File: src/hw/rtl/tsm_pkg.sv
// Shared types and constants for the timer slot manager.
// No dependencies; every other RTL file of the block imports this package.
`default_nettype none

package tsm_pkg;

  // Number of timer slots (1 to 16).
  localparam int TIMER_COUNT = 16;
  localparam int SLOT_W      = (TIMER_COUNT > 1) ? $clog2(TIMER_COUNT) : 1;

  // Command codes.
  localparam logic [2:0] CMD_CREATE    = 3'd0;
  localparam logic [2:0] CMD_DESTROY   = 3'd1;
  localparam logic [2:0] CMD_START     = 3'd2;
  localparam logic [2:0] CMD_STOP      = 3'd3;
  localparam logic [2:0] CMD_STATUS    = 3'd4;
  localparam logic [2:0] CMD_CONFIGURE = 3'd5;

  // Status codes.
  localparam logic [1:0] ST_OK         = 2'd0;
  localparam logic [1:0] ST_BAD_PERIOD = 2'd1;
  localparam logic [1:0] ST_NO_SLOT    = 2'd2;
  localparam logic [1:0] ST_BAD_SLOT   = 2'd3;

  typedef struct packed {
    logic [2:0]  cmd;
    logic [31:0] slot_sel;
    logic [31:0] period_val;
    logic        periodic;
  } cmd_t;

  typedef struct packed {
    logic [1:0]  status;
    logic [3:0]  new_slot;
    logic        running;
    logic [31:0] elapsed_val;
  } rsp_t;

  typedef struct packed {
    logic              found;
    logic [SLOT_W-1:0] idx;
  } free_t;

endpackage

`default_nettype wire

File: src/hw/rtl/timer_slot_manager_top.sv
// Top level of the timer slot manager: stream ports, input and result
// registers around the slot table. Depends on tsm_pkg and tsm_slot_table.
`default_nettype none

// The block keeps a table of TIMER_COUNT software timers and answers each
// command transaction with exactly one response transaction, in order. A
// command is captured in an input register; from there it is decoded
// against the slot table, the table is updated and the response is loaded
// into the output register once that register is empty or being drained. The
// block therefore sustains one transaction per clock cycle while out_tready
// stays high; each response passes the input and output registers. The
// only limit is the single pass through the slot table, which reads one
// addressed slot and searches the in-use bitmap for the lowest free entry.
// When the response is not taken, the input register still holds one further
// command, after which in_tready drops. Reset clears the in-use, running and
// periodic bits of every slot at once, so no initialization pass is needed;
// the period and elapsed counts of a slot are written by create before use.
module timer_slot_manager_top (
  input  wire logic        clk,
  input  wire logic        rst_n,
  // Command channel.
  input  wire logic        in_tvalid,
  output logic             in_tready,
  input  wire logic [71:0] in_tdata,   // slot_sel[31:0], period_val[63:32],
                                       // periodic[64], zero fill [71:65]
  input  wire logic [2:0]  in_tuser,   // cmd[2:0]
  // Response channel.
  output logic             out_tvalid,
  input  wire logic        out_tready,
  output logic [39:0]      out_tdata   // status[1:0], new_slot[5:2],
                                       // running[6], elapsed_val[38:7],
                                       // zero fill [39]
);
  import tsm_pkg::*;

  logic s1_valid_r;
  cmd_t s1_cmd_r;
  logic out_valid_r;
  rsp_t out_rsp_r;
  rsp_t rsp;
  logic advance;
  logic exec;

  // The output register can take a new response when it is empty or being
  // drained this cycle; the input register refills whenever it moves on.
  assign advance   = !out_valid_r || out_tready;
  assign in_tready = !s1_valid_r || advance;
  assign exec      = s1_valid_r && advance;

  always_ff @(posedge clk) begin
    if (!rst_n) begin
      s1_valid_r  <= 1'b0;
      out_valid_r <= 1'b0;
    end else begin
      if (in_tready) begin
        s1_valid_r <= in_tvalid;
      end
      if (advance) begin
        out_valid_r <= s1_valid_r;
      end
    end
  end

  always_ff @(posedge clk) begin
    if (in_tvalid && in_tready) begin
      s1_cmd_r.cmd        <= in_tuser;
      s1_cmd_r.slot_sel   <= in_tdata[31:0];
      s1_cmd_r.period_val <= in_tdata[63:32];
      s1_cmd_r.periodic   <= in_tdata[64];
    end
    if (exec) begin
      out_rsp_r <= rsp;
    end
  end

  tsm_slot_table u_slot_table (
    .clk   (clk),
    .rst_n (rst_n),
    .exec  (exec),
    .cmd   (s1_cmd_r),
    .rsp   (rsp)
  );

  assign out_tvalid = out_valid_r;
  assign out_tdata  = {1'b0, out_rsp_r.elapsed_val, out_rsp_r.running,
                       out_rsp_r.new_slot, out_rsp_r.status};

  // A stalled input side means a command is held behind a stalled response.
  a_stall_cause : assert property (@(posedge clk) disable iff (!rst_n)
    !in_tready |-> (s1_valid_r && out_tvalid && !out_tready))
    else $error("in_tready low without a held command and a stalled response");

  // A failed command carries no slot, running bit or count.
  a_fail_clean : assert property (@(posedge clk) disable iff (!rst_n)
    (out_tvalid && out_rsp_r.status != ST_OK) |->
      (out_rsp_r.new_slot == 4'd0 && !out_rsp_r.running &&
       out_rsp_r.elapsed_val == 32'd0))
    else $error("failed response carries nonzero result fields");

  // A new response only follows a command held in the input register.
  a_rsp_source : assert property (@(posedge clk) disable iff (!rst_n)
    $rose(out_tvalid) |-> $past(s1_valid_r))
    else $error("response produced without a pending command");

  // A periodic reload reports zero elapsed time while still running.
  a_reload_zero : assert property (@(posedge clk) disable iff (!rst_n)
    (out_tvalid && out_rsp_r.running) |->
      (out_rsp_r.status == ST_OK && out_rsp_r.elapsed_val == 32'd0))
    else $error("running response without ok status and zero elapsed count");

endmodule

`default_nettype wire

File: src/hw/rtl/tsm_find_free.sv
// Lowest-free-slot search over the in-use bitmap.
// Depends on tsm_pkg.
`default_nettype none

module tsm_find_free (
  input  wire logic [tsm_pkg::TIMER_COUNT-1:0] in_use,
  output tsm_pkg::free_t                        free
);
  import tsm_pkg::*;

  // Scan from the top down so the lowest free slot wins.
  always_comb begin
    free = '0;
    for (int i = TIMER_COUNT - 1; i >= 0; i--) begin
      if (!in_use[i]) begin
        free.found = 1'b1;
        free.idx   = SLOT_W'(i);
      end
    end
  end

endmodule

`default_nettype wire

File: src/hw/rtl/tsm_slot_table.sv
// Timer slot table: per-slot state registers and the command decode that
// updates them and forms the response. Depends on tsm_pkg and tsm_find_free.
`default_nettype none

module tsm_slot_table (
  input  wire logic           clk,
  input  wire logic           rst_n,
  input  wire logic           exec,
  input  wire tsm_pkg::cmd_t  cmd,
  output tsm_pkg::rsp_t       rsp
);
  import tsm_pkg::*;

  logic [TIMER_COUNT-1:0] in_use_r;
  logic [TIMER_COUNT-1:0] running_r;
  logic [TIMER_COUNT-1:0] periodic_r;
  logic [31:0]            period_r  [TIMER_COUNT];
  logic [31:0]            elapsed_r [TIMER_COUNT];

  free_t             free;
  logic [SLOT_W-1:0] idx;
  logic              id_ok;
  logic              period_zero;
  logic [31:0]       sum;

  // Decoded updates.
  logic              we_create;
  logic              we_destroy;
  logic              we_run;
  logic              run_nxt;
  logic              we_elapsed;
  logic [31:0]       elapsed_nxt;
  logic              we_period;

  tsm_find_free u_find_free (
    .in_use (in_use_r),
    .free   (free)
  );

  assign idx         = cmd.slot_sel[SLOT_W-1:0];
  assign id_ok       = (cmd.slot_sel < 32'(TIMER_COUNT)) && in_use_r[idx];
  assign period_zero = (cmd.period_val == 32'd0);
  assign sum         = elapsed_r[idx] + period_r[idx];

  always_comb begin
    rsp         = '0;
    we_create   = 1'b0;
    we_destroy  = 1'b0;
    we_run      = 1'b0;
    run_nxt     = 1'b0;
    we_elapsed  = 1'b0;
    elapsed_nxt = '0;
    we_period   = 1'b0;
    unique case (cmd.cmd) inside
      CMD_CREATE: begin
        if (period_zero) begin
          rsp.status = ST_BAD_PERIOD;
        end else if (!free.found) begin
          rsp.status = ST_NO_SLOT;
        end else begin
          rsp.status   = ST_OK;
          rsp.new_slot = 4'(free.idx);
          we_create    = 1'b1;
        end
      end
      CMD_DESTROY, CMD_START, CMD_STOP, CMD_STATUS, CMD_CONFIGURE: begin
        if (!id_ok) begin
          rsp.status = ST_BAD_SLOT;
        end else begin
          rsp.status = ST_OK;
          unique case (cmd.cmd)
            CMD_DESTROY: begin
              we_destroy = 1'b1;
            end
            CMD_START: begin
              we_run      = 1'b1;
              run_nxt     = 1'b1;
              we_elapsed  = 1'b1;
              elapsed_nxt = '0;
            end
            CMD_STOP: begin
              we_run  = 1'b1;
              run_nxt = 1'b0;
            end
            CMD_STATUS: begin
              if (running_r[idx]) begin
                // A periodic timer reloads, a one-shot timer expires.
                we_elapsed  = 1'b1;
                elapsed_nxt = periodic_r[idx] ? 32'd0 : sum;
                we_run      = 1'b1;
                run_nxt     = periodic_r[idx];
                rsp.running     = periodic_r[idx];
                rsp.elapsed_val = periodic_r[idx] ? 32'd0 : sum;
              end else begin
                rsp.running     = 1'b0;
                rsp.elapsed_val = elapsed_r[idx];
              end
            end
            default: begin
              // Configure: the slot check comes before the period check.
              if (period_zero) begin
                rsp.status = ST_BAD_PERIOD;
              end else begin
                we_period = 1'b1;
              end
            end
          endcase
        end
      end
      default: begin
        rsp = '0;
      end
    endcase
  end

  // Control bits, cleared by reset.
  always_ff @(posedge clk) begin
    if (!rst_n) begin
      in_use_r   <= '0;
      running_r  <= '0;
      periodic_r <= '0;
    end else if (exec) begin
      if (we_create) begin
        in_use_r[free.idx]   <= 1'b1;
        running_r[free.idx]  <= 1'b0;
        periodic_r[free.idx] <= cmd.periodic;
      end
      if (we_destroy) begin
        in_use_r[idx]  <= 1'b0;
        running_r[idx] <= 1'b0;
      end
      if (we_run) begin
        running_r[idx] <= run_nxt;
      end
    end
  end

  // Period and elapsed counts; a slot is always written by create before use.
  always_ff @(posedge clk) begin
    if (exec) begin
      if (we_create) begin
        period_r[free.idx]  <= cmd.period_val;
        elapsed_r[free.idx] <= '0;
      end
      if (we_elapsed) begin
        elapsed_r[idx] <= elapsed_nxt;
      end
      if (we_period) begin
        period_r[idx] <= cmd.period_val;
      end
    end
  end

endmodule

`default_nettype wire

File: config.mk
export PLATFORM = sky130hd
export DESIGN_NAME = timer_slot_manager_top
export DESIGN_NICKNAME = d
export VERILOG_FILES = /design/src/hw/rtl/tsm_pkg.sv /design/src/hw/rtl/timer_slot_manager_top.sv /design/src/hw/rtl/tsm_find_free.sv /design/src/hw/rtl/tsm_slot_table.sv
export SDC_FILE = /design/constraint.sdc
export NUM_CORES = 1
export LEC_CHECK = 0
export ABC_CLOCK_PERIOD_IN_PS = 5300
export BUFFER_PORTS_ARGS = -buffer_cell sky130_fd_sc_hd__buf_2
export CORE_ASPECT_RATIO = 1.75
export CORE_MARGIN = 2
export CORE_UTILIZATION = 35
export CTS_BUF_LIST = sky130_fd_sc_hd__clkbuf_8
export DETAILED_ROUTE_END_ITERATION = 10
export SETUP_SLACK_MARGIN = 0.1
export SYNTH_ARGS = -nofsm -noshare
export SYNTH_HDL_FRONTEND = slang
export SYNTH_SLANG_ARGS = --single-unit
File: constraint.sdc
create_clock -name clk -period 5.3 [get_ports clk]
set_clock_uncertainty 0.1 [all_clocks]
set_input_delay 0.265 -clock clk [delete_from_list [all_inputs] [get_ports clk]]
set_output_delay 0.265 -clock clk [all_outputs]
set_load 0.02 [all_outputs]
==> results of run 1 <==
[sequential cells by signal, indices dropped and copies added (netlist names), named ones only]
signal and count:
s1_cmd_r 68, u_slot_table.periodic_r 16, s1_valid_r 1, u_slot_table.in_use_r 16, u_slot_table.period_r 512, u_slot_table.elapsed_r 512, out_tvalid 1, out_tdata 39
u_slot_table.running_r 16
[critical path, delay by kind of cell, from the launching register on]
kind,cells,cell delay (ns)
DFF,1,0.41
adders and majority gates,1,0.41
AOI/OAI and AO/OA,4,0.83
muxes,2,1.11
buffers and inverters,5,0.85
and+or+nand+nor,4,1.11
[stage by stage]
step | power, mW | util [%] | worst slack, ns
after floorplan | 11.4 | - | 0.0663
after global placement | 11.8 | 38.3 | 0.210
after detailed placement | 11.8 | 38.3 | 0.121
after CTS | 18.8 | 41.6 | 0.123
after global routing | 19.2 | 41.7 | 0.0947
final | 18.6 | 41.7 | 0.311
[placed cells by master (no fill, tap or decap), drive strengths merged, types with 8 or more instances in the layout]
cell type and count:
edfxtp 1131, mux4 331, buf 235, clkbuf 167, dlygate4sd3 130, nor2 114, nand2 107, inv 73
o21ai 70, clkinv 62, dfxtp 54, a21oi 49, nand3 34, ha 31, nor4 19, nor3 19
nor2b 18, a21o 18, o211ai 18, a21boi 18, xnor2 16, mux2i 13, nand4 12, nand2b 12
a211oi 12, bufinv 9, and2 8
[what timing repair did]
action	4_1_cts	5_1_grt
setup endpoints to repair	0	249
hold buffers	130	0
endpoints found under the hold margin	122	0
buffers inserted	0	4
resized for setup	0	15
[cells by family (layout without fill, tap and decap cells)]
kind of cell | Yosys count | after routing
AO/OA/AOI/OAI | 264 | 264
adder cells (fa/ha/maj) | 32 | 32
XOR/XNOR | 22 | 22
buffers and inverters | 138 | 681
AND/OR/NAND/NOR | 369 | 369
flip-flops | 1185 | 1185
multiplexers | 351 | 351
other | 1 | 6
[final cells by class]
class	instances	area, µm²	share of cell area [%]
Clock inverter	128	855	1.52
Tap cell	1800	2250	4.02
Sequential cell	1185	35100	62.5
Inverter	21	80.1	0.143
Multi-Input combinational cell	1039	12300	21.9
Timing Repair Buffer	366	3240	5.78
Antenna cell	5	12.5	0.0223
Clock buffer	166	2280	4.08
[routing by layer]
layer  vias up  routed length (µm)  track usage [%]
li1      10687                   -                -
met1     13255               44600             20.2
met2       911               66200             32.0
met3       260                6720             3.20
met4         8                4350             7.30
met5         -                  59                0
[power by group through the flow]
| stage | sequential, mW | combinational (mW) | clock [mW] |
|---|---|---|---|
| global placement | 10.5 | 1.29 | 0 |
| finish | 10.3 | 1.40 | 6.85 |
| detailed placement | 10.5 | 1.31 | 0 |
| global route | 10.3 | 1.50 | 7.39 |
| CTS | 10.3 | 1.39 | 7.03 |
| floorplan | 10.5 | 0.869 | 0 |
[worst paths after layout]
check | startpoint | to | slack (ns) | cells after the start
min reg2reg | u_slot_table.periodic_r[5]$_SDFFE_PN0P_ | u_slot_table.periodic_r[5]$_SDFFE_PN0P_ | 0.37 | 2
max | flop | u_slot_table.elapsed_r[2][31]$_DFFE_PP_ | 0.31 | 16
max reg2reg | flop | u_slot_table.elapsed_r[2][31]$_DFFE_PP_ | 0.31 | 16
min | in_tdata[38] | s1_cmd_r[7]$_DFFE_PP_ | 0.07 | 2
==> key figures, run 1 <==
Worst setup path
  • Maximum fanout along the worst path: 25
  • Critical path's largest stage delay: 0.56 ns
  • Slowest-stage cell, CP: sky130_fd_sc_hd__mux4_2
  • CP required: just under 6 ns
  • Kind of critical path: reg2reg
  • Cell repeated most along the worst path: sky130_fd_sc_hd__buf_12
  • Startpoint type of the worst setup path: flop
  • Cell breakdown of the critical path: buf_12 -> buf_12 -> buf_12 -> buf_16 -> mux4_2 -> mux4_2 -> ha_1 -> a21o_1 -> a21o_1 -> a21o_1 -> nor3_1 -> nand3_1 -> and4_1 -> or4_1 -> a21oi_4 -> buf_12
  • CP Data Arrival Time: between 5 and 6 ns
  • Crit end category: flop

Finish
  • Number of non-filler instances in the completed layout: about 4700
  • Layout cell share with drive strength beyond 1: 29.6%
  • Fill cell instance count of the final layout: roughly 12000
  • Design Area, Final: between 50000 and 60000 µm²
  • Final Net Count: ~2900
  • Layout Area Growth over Synthesis: 18.1%

Timing
  • Worst slew margin relative to its limit: roughly 18%
  • Final setup viols: 0
  • Share of the clock period used by the worst path after layout: 94.1%
  • Unrepaired setup endpoints after global routing: true
  • Least-Margin Pin Slew: around 1.2 ns
  • Worst Hold Slack: around 0.066 ns
  • Fmax: about 200 MHz
  • Final-report max-slew violation count: 0
  • Clock period minus final worst setup slack: 4.99 ns
  • Final TNS setup: 0 ns
  • Final hold vios: 0

Placement
  • Port Buffer Count: roughly 110
  • HPWL after detailed placement: 72300 µm
  • Weighted congestion reported at the end of routability-driven placement: between 0.8 and 0.9
  • Placed inst area: roughly 50000 µm²
  • Post-Place Cells: ~4300

Synthesis
  • Library cell with the highest instance count after synthesis: sky130_fd_sc_hd__edfxtp_1
  • Syn nets: approximately 2500
  • Complex-gate fraction of the synthesized area: under 10%
  • Number of warnings issued by yosys: 0
  • Number of instances in the synthesized netlist: about 2400
  • Fraction of the mapped netlist area in simple logic gates: 3.72%
  • Share of the synthesized area in the top cell type: 71.6%
  • Post-Synthesis Cell Area: roughly 47000 µm²
  • Mean area per synthesized cell: roughly 20 µm²
  • Most used standard cells in the synthesized netlist: sky130_fd_sc_hd__edfxtp_1 (1131), sky130_fd_sc_hd__mux4_2 (327), sky130_fd_sc_hd__nor2_1 (112)
  • Adder-cell share of the synthesized area: less than 1%
  • Async set-reset flop share out of synthesis: 0%
  • Cells taking the most area after synthesis: sky130_fd_sc_hd__edfxtp_1 (72%), sky130_fd_sc_hd__mux4_2 (16%), sky130_fd_sc_hd__dfxtp_1 (2.3%), sky130_fd_sc_hd__nor2_1 (0.89%), sky130_fd_sc_hd__nand2_1 (0.85%)
  • Cell accounting for the most synthesized area: sky130_fd_sc_hd__edfxtp_1
  • Dominant combinational cell family by area after synthesis: multiplexers
  • Count of unique library cells instantiated by Yosys: 74
  • Share of the synthesized netlist area taken by xor and xnor gates: 0.406%
  • Share of synthesized area spent on multiplexers: ~16%
  • Flop and latch count out of synthesis: around 1200
  • Most common flop cell mapped by yosys: sky130_fd_sc_hd__edfxtp_1
  • Proportion of synthesized chip area in sequential cells: 73.9%
  • Number of flops mapped to enable cells by yosys: about 1100

Floorplan
  • Boundary Pins: 121
  • Die extent in y: around 490 µm
  • Num rows: ~180
  • Initial Utilization: between 30% and 40%
  • Floorplan Core Area: 135000 µm²
  • DIE AREA: approximately 140000 µm²
  • Floorplan die width: 282 µm

Clocking
  • Count of H-tree levels built during CTS: 4
  • Maximum clock insertion buffer count: 3
  • TritonCTS clock tree: done
  • Clock buffer count from CTS: 164
  • Clock Tree Root: sky130_fd_sc_hd__clkbuf_8
  • Clock tree sinks: ~1200
  • Clock-pin slew on the worst setup and hold paths: around 0.060 ns
  • Clock latency on the worst-skew pair: 0.87 ns

Detailed routing
  • Remaining number of nets flagged by the antenna check after routing: 0
  • Routed vias/inst: ~5.3
  • Average wire per standard cell: 25.9 µm
  • Final wirelength: between 100000 and 150000 µm
  • Residual DRC: 0
  • Total via count after detailed routing: between 20000 and 30000
  • DR iter-0 viols: around 2300
  • First-pass detailed-route iteration total: 6

Status
  • Outcome: finished, final reports clean

GRT
  • Vias in the first global route: 26863
  • Overall track demand over capacity in global routing: roughly 18%
  • First-pass GRT wire length: approximately 180000 µm
  • Antenna violations before repair: 11
  • Maximum number of pins on one net before global-route repair: 53
  • GRT overflow: 0

Power and ir drop
  • Internal cell power: 14.3 mW
  • Part of the total power dissipated in sequential elements: 55.6%
  • Power per cell area: roughly 330 nW/µm²
  • Combinational share of power: between 7 and 8%
  • Clock share of power: a little under two fifths
  • Total leakage power: 18.7 nW
  • Switching portion of total power: between 20 and 25%
  • Switching power: 4.30 mW
  • Max IR drop VDD: 0.207 mV

Job
  • Max_cap viols: 0

Hold path
  • Type of the worst min-delay path: in2reg
Power figures use the tool's default switching activity.
==> run 2, diff against run 1 <==
- CORE_ASPECT_RATIO: 1.75 -> 0.9
==> run 2 against run 1 <==
First-iteration DRC count increased by 20%. Non-clock buffer count is 1 higher. Via count is 2.7% higher. Register-to-register slack got worse by 0.09 ns. Critical path depth fell by 2. Clock-buffer cell count is 22 higher. Critical path type unchanged. Critical endpoint unchanged. Largest cell class unchanged. Largest power group unchanged.
==> key figures, run 2 (same netlist as run 1, synthesis figures left out) <==
Status
  • Outcome: finished, final reports clean

Hold path
  • Worst hold path cell count: 2 (unchanged)
  • Min-Delay Startpoint: in_tdata[0]
  • Type of the worst min-delay path: in2reg
  • Worst Hold Endpoint: s1_cmd_r[33]$_DFFE_PP_

Finish
  • Most frequent cells in the layout: sky130_fd_sc_hd__edfxtp_1 (1131), sky130_fd_sc_hd__mux4_2 (327), sky130_fd_sc_hd__clkbuf_8 (188)
  • Registers with the most flip-flops: u_slot_table.elapsed_r x512, u_slot_table.period_r x512, s1_cmd_r x68
  • Design Area, Final: 56700 µm² (+1.2%)
  • Final Net Count: 2908 (+0.69%)
  • Layout cell share with drive strength beyond 1: 30.0% (+0.42 points)
  • Commonest non-fill, non-tap cell in the layout: sky130_fd_sc_hd__edfxtp_1
  • Fill cell instance count of the final layout: 11678 (-1.9%)
  • Layout Area Growth over Synthesis: 19.5%

Clocking
  • Count of H-tree levels built during CTS: 4 (unchanged)
  • Clock tree sinks: 1185 (unchanged)
  • Clock buffer count from CTS: 183 (+12%)
  • Maximum clock insertion buffer count: 3 (unchanged)
  • Clock latency on the worst-skew pair: 0.91 ns (+0.04 ns)
  • Clock Tree Root: sky130_fd_sc_hd__clkbuf_8
  • TritonCTS clock tree: done
  • Clock-pin slew on the worst setup and hold paths: 0.07 ns (about the same)

GRT
  • Antenna violations before repair: 5 (-6)
  • Maximum number of pins on one net before global-route repair: 69 (+30%)
  • Vias in the first global route: 26390 (-1.8%)
  • GRT overflow: 0 (unchanged)
  • First-pass GRT wire length: 177000 µm (+0.48%)
  • Overall track demand over capacity in global routing: 17.6% (about the same)

Worst setup path
  • Kind of critical path: reg2reg
  • Setup slack, reg-to-reg: 0.22 ns (-0.09 ns)
  • Endpoint of the worst register-to-register path: u_slot_table.elapsed_r[2][31]$_DFFE_PP_
  • Maximum fanout along the worst path: 16 (-36%)
  • Register-to-Register Path Depth: 14 (-2)
  • Cell breakdown of the critical path: buf_4 -> buf_12 -> mux4_2 -> mux4_2 -> ha_1 -> nor3_1 -> o21ai_0 -> or4b_2 -> a211o_1 -> nand3_1 -> a211oi_1 -> or4_1 -> a21oi_4 -> buf_12
  • Slowest-stage cell, CP: sky130_fd_sc_hd__or4b_2
  • Buffers and inverters on the worst path: 3 (-2)
  • CP Data Arrival Time: 5.72 ns (+0.12 ns)
  • CP required: 5.94 ns (+0.03 ns)
  • Family with the most delay on the worst path: simple AND/OR/NAND/NOR gates
  • Startpoint type of the worst setup path: flop
  • Critical path's largest stage delay: 0.71 ns (+0.15 ns)
  • Crit end category: flop

Floorplan
  • Die extent in y: 353 µm (-28%)
  • DIE AREA: 139000 µm² (about the same)
  • Initial Utilization: 35.1% (-0.13 points)
  • Boundary Pins: 121 (unchanged)
  • Floorplan Core Area: 135000 µm² (+0.36%)
  • Num rows: 128 (-28%)
  • Floorplan die width: 392 µm (+39%)

Detailed routing
  • DR iter-0 viols: 2711 (+20%)
  • Routed vias/inst: 5.40 (+1.2%)
  • Residual DRC: 0 (unchanged)
  • First-pass detailed-route iteration total: 6 (unchanged)
  • Average wire per standard cell: 25.8 µm (-0.46%)
  • Final wirelength: 123000 µm (+1.0%)
  • Total via count after detailed routing: 25800 (+2.7%)
  • Remaining number of nets flagged by the antenna check after routing: 0 (unchanged)

Placement
  • HPWL after detailed placement: 69300 µm (-4.1%)
  • Weighted congestion reported at the end of routability-driven placement: 0.876 (+0.13%)
  • Placed inst area: 51500 µm² (about the same)
  • Placement-stage worst setup slack: -0.157 ns (-0.278 ns)
  • Port Buffer Count: 112 (unchanged)

Power and ir drop
  • Power per cell area: 336 nW/µm² (+1.2%)
  • Max IR drop VDD: 0.241 mV (+17%)
  • Total leakage power: 19.1 nW (+1.6%)

Timing
  • Fmax: 197 MHz (-1.9%)
  • Least setup slack across all paths after layout: 0.216 ns (-0.0949 ns)
  • Least-Margin Pin Slew: 1.17 ns (-0.0671 ns)
  • Unrepaired setup endpoints after global routing: false
  • Final hold vios: 0 (unchanged)
  • Clock period minus final worst setup slack: 5.08 ns (+0.0949 ns)
  • Final setup viols: 0 (unchanged)
  • Final-report max-slew violation count: 0 (unchanged)
  • Share of the clock period used by the worst path after layout: 95.9% (+1.8 points)
  • Worst slew margin relative to its limit: 22.3% (+4.8 points)

Job
  • Max_cap viols: 0 (unchanged)
==> run 2: per-layer routing <==
metal	GRT usage [%]	wire length, µm	up-vias
met2	27.8	58600	1140
met1	25.0	53500	13683
met3	3.09	8340	198
li1	-	-	10779
met4	5.49	2750	0
met5	0	0	-
==> run 2: timing repair <==
action	in CTS	in global routing
gates resized for setup	8	17
gates cloned	1	4
pin swaps	0	4
hold buffers	137	0
buffers inserted	0	7
hold endpoints to repair	122	0
setup endpoints to repair	122	328
==> run 2: how the worst max path moves through the flow <==
stage                                 startpoint                                 endpoint  slack [ns]  cells after the start
after floorplan           s1_cmd_r[33]$_DFFE_PP_   u_slot_table.period_r[12][0]$_DFFE_PP_        0.07                      9
after global placement                      flop  u_slot_table.elapsed_r[4][24]$_DFFE_PP_       -0.01                     14
after detailed placement                    flop  u_slot_table.elapsed_r[1][24]$_DFFE_PP_       -0.16                     14
after CTS                                   flop  u_slot_table.elapsed_r[7][31]$_DFFE_PP_        0.03                     13
after global routing                        flop  u_slot_table.elapsed_r[7][31]$_DFFE_PP_         0.1                     15
final                                       flop  u_slot_table.elapsed_r[2][31]$_DFFE_PP_        0.22                     14
==> run 2: metrics by stage <==
step | hold slack [ns] | total power, mW | utilization, % | TNS, ns | instances
detailed placement | 0.343 | 11.8 | 38.1 | -3.13 | 4283
global placement | 0.342 | 11.8 | 38.1 | -0.190 | 4283
floorplan | 0.264 | 11.4 | - | 0 | 2362
global route | 0.0405 | 19.7 | 42.0 | 0 | 4780
finish | 0.0873 | 19.0 | 42.0 | 0 | 4780
CTS | 0.0136 | 19.1 | 41.8 | 0 | 4763
==> run 2: cell type report <==
class | count | area, µm² | area share, %
Multi-Input combinational cell | 1039 | 12300 | 21.7
Antenna cell | 6 | 15.0 | 0.0265
Tap cell | 1820 | 2280 | 4.02
Timing Repair Buffer | 367 | 3510 | 6.20
Inverter | 21 | 80.1 | 0.141
Sequential cell | 1185 | 35100 | 61.8
Clock inverter | 154 | 882 | 1.56
Clock buffer | 188 | 2590 | 4.56
==> run 2: report_power, final <==
part | switching, mW | leakage [nW] | internal (mW) | total [mW]
clock | 3.65 | 1.99 | 3.60 | 7.25
combinational | 0.778 | 5.48 | 0.661 | 1.44
sequential | 0.102 | 11.6 | 10.2 | 10.3
total | 4.53 | 19.1 | 14.5 | 19.0
